===== config.mk =====
export PLATFORM = sky130hd
export DESIGN_NAME = tdh_front
export DESIGN_NICKNAME = d
export VERILOG_FILES = /design/src/sv/triangle_distance_histogram_defines.svh /design/src/sv/tdh_pkg.sv /design/src/sv/tdh_front.sv
export SDC_FILE = /design/constraint.sdc
export NUM_CORES = 2
export LEC_CHECK = 0
export BUFFER_PORTS_ARGS = -buffer_cell sky130_fd_sc_hd__buf_2
export CORE_MARGIN = 2
export CORE_UTILIZATION = 50
export DETAILED_ROUTE_END_ITERATION = 8
export PLACE_DENSITY = 0.68
export SLEW_MARGIN = 20
export SYNTH_ARGS = -nofsm -noshare
export SYNTH_HDL_FRONTEND = slang
export SYNTH_SLANG_ARGS = --single-unit

===== constraint.sdc =====
create_clock -name aclk -period 18.9 [get_ports aclk]
set_input_delay 3.78 -clock aclk [delete_from_list [all_inputs] [get_ports aclk]]
set_output_delay 3.78 -clock aclk [all_outputs]
set_load 0.01 [all_outputs]

===== src/sv/triangle_distance_histogram_defines.svh =====
// assertion macros for the triangle distance histogram
`ifndef TRIANGLE_DISTANCE_HISTOGRAM_DEFINES_SVH
`define TRIANGLE_DISTANCE_HISTOGRAM_DEFINES_SVH

// same-cycle implication, checked out of reset
`define TDH_ASSERT_IMP(lbl, ante, cons, msg) \
    lbl: assert property (@(posedge aclk) disable iff (!aresetn) (ante) |-> (cons)) \
        else $error(msg);

// next-cycle implication, checked out of reset
`define TDH_ASSERT_NXT(lbl, ante, cons, msg) \
    lbl: assert property (@(posedge aclk) disable iff (!aresetn) (ante) |=> (cons)) \
        else $error(msg);

`endif


===== src/sv/tdh_pkg.sv =====
`timescale 1ns / 1ps
package tdh_pkg;

    localparam int COORD_W = 24;
    localparam int MAG_W   = 25;
    localparam int SQ_W    = 50;
    localparam int ROOT_W  = 25;
    localparam int IDX_W   = 12;
    localparam int CFG_W   = 24;
    localparam int OUT_CNT_W = 48;

    localparam logic CMD_ACC  = 1'b0;
    localparam logic CMD_READ = 1'b1;

    localparam logic [1:0] REG_RANGE_MIN = 2'd0;
    localparam logic [1:0] REG_RANGE_MAX = 2'd1;
    localparam logic [1:0] REG_BIN_STEP  = 2'd2;

    typedef struct packed {
        logic                       cmd;
        logic [2:0][SQ_W-1:0]       sq;
        logic [IDX_W-1:0]           read_index;
    } item_t;

    typedef struct packed {
        logic [CFG_W-1:0] range_min;
        logic [CFG_W-1:0] range_max;
        logic [CFG_W-1:0] bin_step;
    } cfg_t;

    function automatic logic [MAG_W-1:0] abs_diff(input logic [COORD_W-1:0] x,
                                                  input logic [COORD_W-1:0] y);
        logic signed [MAG_W-1:0] d;
        d = $signed({x[COORD_W-1], x}) - $signed({y[COORD_W-1], y});
        return d[MAG_W-1] ? MAG_W'(-d) : MAG_W'(d);
    endfunction

endpackage


===== src/sv/tdh_front.sv =====
`timescale 1ns / 1ps
module tdh_front (
    input  logic           aclk,
    input  logic           aresetn,
    input  logic           s_tvalid,
    output logic           s_tready,
    // ax, ay, az, bx, by, bz, cx, cy, cz, read_index, zero pad
    input  logic [231:0]   s_tdata,
    // cmd
    input  logic           s_tuser,
    output logic           q_valid,
    output tdh_pkg::item_t q_data,
    input  logic           q_pop
);

    localparam logic [1:0] ST_IDLE = 2'd0;
    localparam logic [1:0] ST_SQ   = 2'd1;
    localparam logic [1:0] ST_PUSH = 2'd2;

    logic [1:0]                  state_reg, state_next;
    logic [tdh_pkg::MAG_W-1:0]   mag_reg [9];
    logic [tdh_pkg::MAG_W-1:0]   mag_in [9];
    logic [2*tdh_pkg::MAG_W-1:0] sq_cur;
    logic [3:0]                  cnt_reg, cnt_next;
    logic [1:0]                  grp_reg, grp_next;
    logic [1:0]                  pos_reg, pos_next;
    logic [tdh_pkg::SQ_W-1:0]    prod_reg;
    logic [1:0]                  prod_grp_reg;
    logic                        prod_vld_reg, prod_vld_next;
    tdh_pkg::item_t              item_reg;
    logic                        accept;
    logic                        push;

    tdh_pkg::item_t              fifo_mem [2];
    logic                        wr_ptr_reg, rd_ptr_reg;
    logic [1:0]                  fill_reg;

    assign s_tready = (state_reg == ST_IDLE);
    assign accept   = s_tvalid && s_tready;
    assign push     = (state_reg == ST_PUSH) && (fill_reg != 2'd2);
    assign sq_cur   = mag_reg[cnt_reg] * mag_reg[cnt_reg];

    always_comb begin
        for (int k = 0; k < 3; k++) begin
            mag_in[k]   = tdh_pkg::abs_diff(s_tdata[24*k +: 24], s_tdata[24*(3+k) +: 24]);
            mag_in[3+k] = tdh_pkg::abs_diff(s_tdata[24*k +: 24], s_tdata[24*(6+k) +: 24]);
            mag_in[6+k] = tdh_pkg::abs_diff(s_tdata[24*(3+k) +: 24], s_tdata[24*(6+k) +: 24]);
        end
    end

    always_comb begin
        state_next    = state_reg;
        cnt_next      = cnt_reg;
        grp_next      = grp_reg;
        pos_next      = pos_reg;
        prod_vld_next = 1'b0;
        unique case (state_reg)
            ST_IDLE: begin
                cnt_next = 4'd0;
                grp_next = 2'd0;
                pos_next = 2'd0;
                if (accept) begin
                    state_next = (s_tuser == tdh_pkg::CMD_READ) ? ST_PUSH : ST_SQ;
                end
            end
            ST_SQ: begin
                if (cnt_reg < 4'd9) begin
                    prod_vld_next = 1'b1;
                    cnt_next      = cnt_reg + 4'd1;
                    if (pos_reg == 2'd2) begin
                        pos_next = 2'd0;
                        grp_next = grp_reg + 2'd1;
                    end else begin
                        pos_next = pos_reg + 2'd1;
                    end
                end else begin
                    state_next = ST_PUSH;
                end
            end
            ST_PUSH: begin
                if (push) begin
                    state_next = ST_IDLE;
                end
            end
            default: state_next = ST_IDLE;
        endcase
    end

    always_ff @(posedge aclk) begin
        if (!aresetn) begin
            state_reg    <= ST_IDLE;
            prod_vld_reg <= 1'b0;
        end else begin
            state_reg    <= state_next;
            prod_vld_reg <= prod_vld_next;
        end
        cnt_reg <= cnt_next;
        grp_reg <= grp_next;
        pos_reg <= pos_next;
        if (state_reg == ST_SQ && cnt_reg < 4'd9) begin
            prod_reg     <= sq_cur;
            prod_grp_reg <= grp_reg;
        end
        if (accept) begin
            for (int k = 0; k < 9; k++) begin
                mag_reg[k] <= mag_in[k];
            end
            item_reg.cmd        <= s_tuser;
            item_reg.sq         <= '0;
            item_reg.read_index <= s_tdata[216 +: 12];
        end else if (prod_vld_reg) begin
            item_reg.sq[prod_grp_reg] <= item_reg.sq[prod_grp_reg] + prod_reg;
        end
    end

    // two-word queue towards the back end
    always_ff @(posedge aclk) begin
        if (!aresetn) begin
            wr_ptr_reg <= 1'b0;
            rd_ptr_reg <= 1'b0;
            fill_reg   <= 2'd0;
        end else begin
            if (push) begin
                wr_ptr_reg <= ~wr_ptr_reg;
            end
            if (q_pop) begin
                rd_ptr_reg <= ~rd_ptr_reg;
            end
            fill_reg <= fill_reg + {1'b0, push} - {1'b0, q_pop};
        end
        if (push) begin
            fifo_mem[wr_ptr_reg] <= item_reg;
        end
    end

    assign q_valid = (fill_reg != 2'd0);
    assign q_data  = fifo_mem[rd_ptr_reg];

endmodule


==> flow_summary.ini <==
[setup_path]
cp.buffers_inverters = 10
worst-path-max-fanout = 47
rrSetupSlack_ns = 8.06
critical-path-top-delay-family = adder cells
cpMostUsedCell = inv_1
critical_path_depth = 32
crit_path_max_incr_delay_ns = 0.97
startpoint_type = flip-flop
cpMaxStageDelayCell = o21ai_2
path_class = flip-flop to flip-flop
cp.required_ns = 19.34
r2r_cells = 32
critPathCaptureType = flip-flop
arrival_ns = 11.28

[global_routing]
antenna_found_initial = 1
grt_max_degree = 188
grt_pass1_wl_mm = 281
track_usage = 0.267
met2_usage = 0.460
overflow = 0
grt-busiest-layer = met2
grt_pass1_vias = 49800
use_met3 = 0.0324
use_met1 = 0.338

[route]
drc_errors = 0
firstDrtPassIters = 6
ant_nets = 0
vias = 49500
drt_wl_total_mm = 182
drtIter0Drc = 3739
routedWlPerCell_um = 20.8
avgViaCountPerCell = 5.66

[hold_path]
hold_class = flip-flop to flip-flop
whs_path_depth = 0

[die]
die_y_um = 367
core_um2 = 131000
io_pins = 402
rows = 133
dieArea_um2 = 134000
die_w_um = 367
start_util = 0.502

[synth]
synth_xor_xnor_area_share = 0.0602
synthMuxAreaShare = 0.0583
postSynthAreaPerCell_um2 = 9.95
mappedNetlistArea_um2 = 65800
synth_top_area_cell = edfxtp_1
netlist_top_cells_area = edfxtp_1 28%, fa_1 14%, ha_1 8.8%
synthFlopType = edfxtp_1
yosys_warnings = 0
syn_inst = 6610
synth_simple_gate_area_frac = 0.117
synth_top_family_by_area = adder cells
synth_cell_types = 108
syn-num-nets = 7785
synthArstFlopShare = 0
synth_edf_count = 623
ys_ff_latch = 785
synthAdderAreaFrac = 0.233
synth_top_cell_area_share = 0.284
synth-compound-area-share = 0.132
ys_seq_area_frac = 0.334

[clocking]
max-clock-path-buffers = 3
clkSlewWorstSetupHoldPaths_ns = 0.06
numCtsBuffers = 83
root_buffer = clkbuf_16
post_cts_buffers = 0
hold_buffers = 0
cts_resized = 0
cts.sinks = 785
cts_htree_levels = 3
clkLatencyLatePin_ns = 0.69
cts_tree = done

[layout]
largest_register_ffs = 326
final_nets = 8094
syn_to_final_growth_pct = 10.2
layout_commonest_cell = inv_1
fin_util = 0.554
layout_common_cells = 916 x inv_1, 637 x nand2_1, 623 x edfxtp_1, 475 x fa_1, 463 x ha_1
drive_gt1_frac = 0.130

[timing]
setup_viol = 0
rsz0062_at_grt = no
fin_crit_sh = 0.573
tightest_slew_ns = 1.20
finalSetupTns_ns = 0
finalWorstSetupSlack_ns = 8.06
min_period_ns = 10.84
hold_viol = 0
fmax_mhz = 92.3
fin_hold_ws_ns = 0.444
relSlewSlack = 0.199
slew_violations = 0
skew_ns = 0.0302

[placed_design]
place_ws_ns = 8.09
place_congestion = 0.990
port_buffers = 397
hpwl_mm = 143

[outcome]
status = finished clean

[flow_run]
maxCapViolCount = 0
[worst reg2reg max path: cells and delay by family (launching register included)]
kind,cells,cell delay (ns)
compound gates,9,3.32
xor+xnor,1,0.13
fa+ha+maj,8,3.89
buf+inv,10,1.88
flops,1,0.39
mux,2,0.59
simple gates,2,0.43
[layer usage]
layer | vias up | wire (um) | part of all wire
met2 | 1683 | 88200 | 0.49
met3 | 368 | 10200 | 0.056
met5 | - | 0 | 0
met1 | 24000 | 74500 | 0.41
li1 | 23400 | - | -
met4 | 0 | 8750 | 0.048
[logic make-up (layout without fill, tap and decap cells)]
logic type      Yosys count  count (layout)
other cells               0               2
mux                     300             300
fa+ha+maj               938             938
xor+xnor                450             450
compound gates         1335            1335
simple gates           1656            1656
flops                   785             785
buf+inv                1146            1522
[layout make-up]
cell class	instances	area, um^2
clock inverters	48	636
clock buffers	104	2270
flip-flops and latches	785	22000
repair buffers	446	2400
inverters	924	3480
multi-input cells	4679	39500
fillers	11500	58500
diodes	2	5.00
well taps	1755	2200
[stage by stage]
step / cells / instance area [um^2]
after floorplan: 6610 / 65800
after global placement: 8589 / 69600
after detailed placement: 8589 / 69600
after CTS: 8741 / 72500
after global routing: 8741 / 72500
final: 8743 / 72500
[worst paths after layout]
check | to | from
worst max-delay path | prod_reg[48]$_DFFE_PP_ | flip-flop
worst min-delay path | fifo_mem[1][3]$_DFFE_PP_ | item_reg[3]$_DFFE_PP_
worst max register to register | prod_reg[48]$_DFFE_PP_ | flip-flop
worst min register to register | fifo_mem[1][3]$_DFFE_PP_ | item_reg[3]$_DFFE_PP_
[synth_stat cells (36+ instances only)]
library cell,n
o31ai_1,41
nand2_1,637
edfxtp_1,623
inv_1,916
dfxtp_1,162
and3_1,38
a21o_1,108
o21ai_0,273
a21oi_1,397
ha_1,463
or3_1,43
nor2b_1,49
nand4_1,48
nor2_1,417
a211oi_1,55
xnor2_1,300
xor2_1,149
a31oi_1,50
nand3_1,107
o21a_1,76
nor3_1,88
nand2b_1,48
clkbuf_1,174
fa_1,475
o21bai_1,44
mux2_2,166
mux2i_1,84
o211ai_1,36
mux4_2,50
and2_1,36
Power is not shown: default switching activity piles up to over one toggle a cycle in this logic, so the estimate is an artifact.
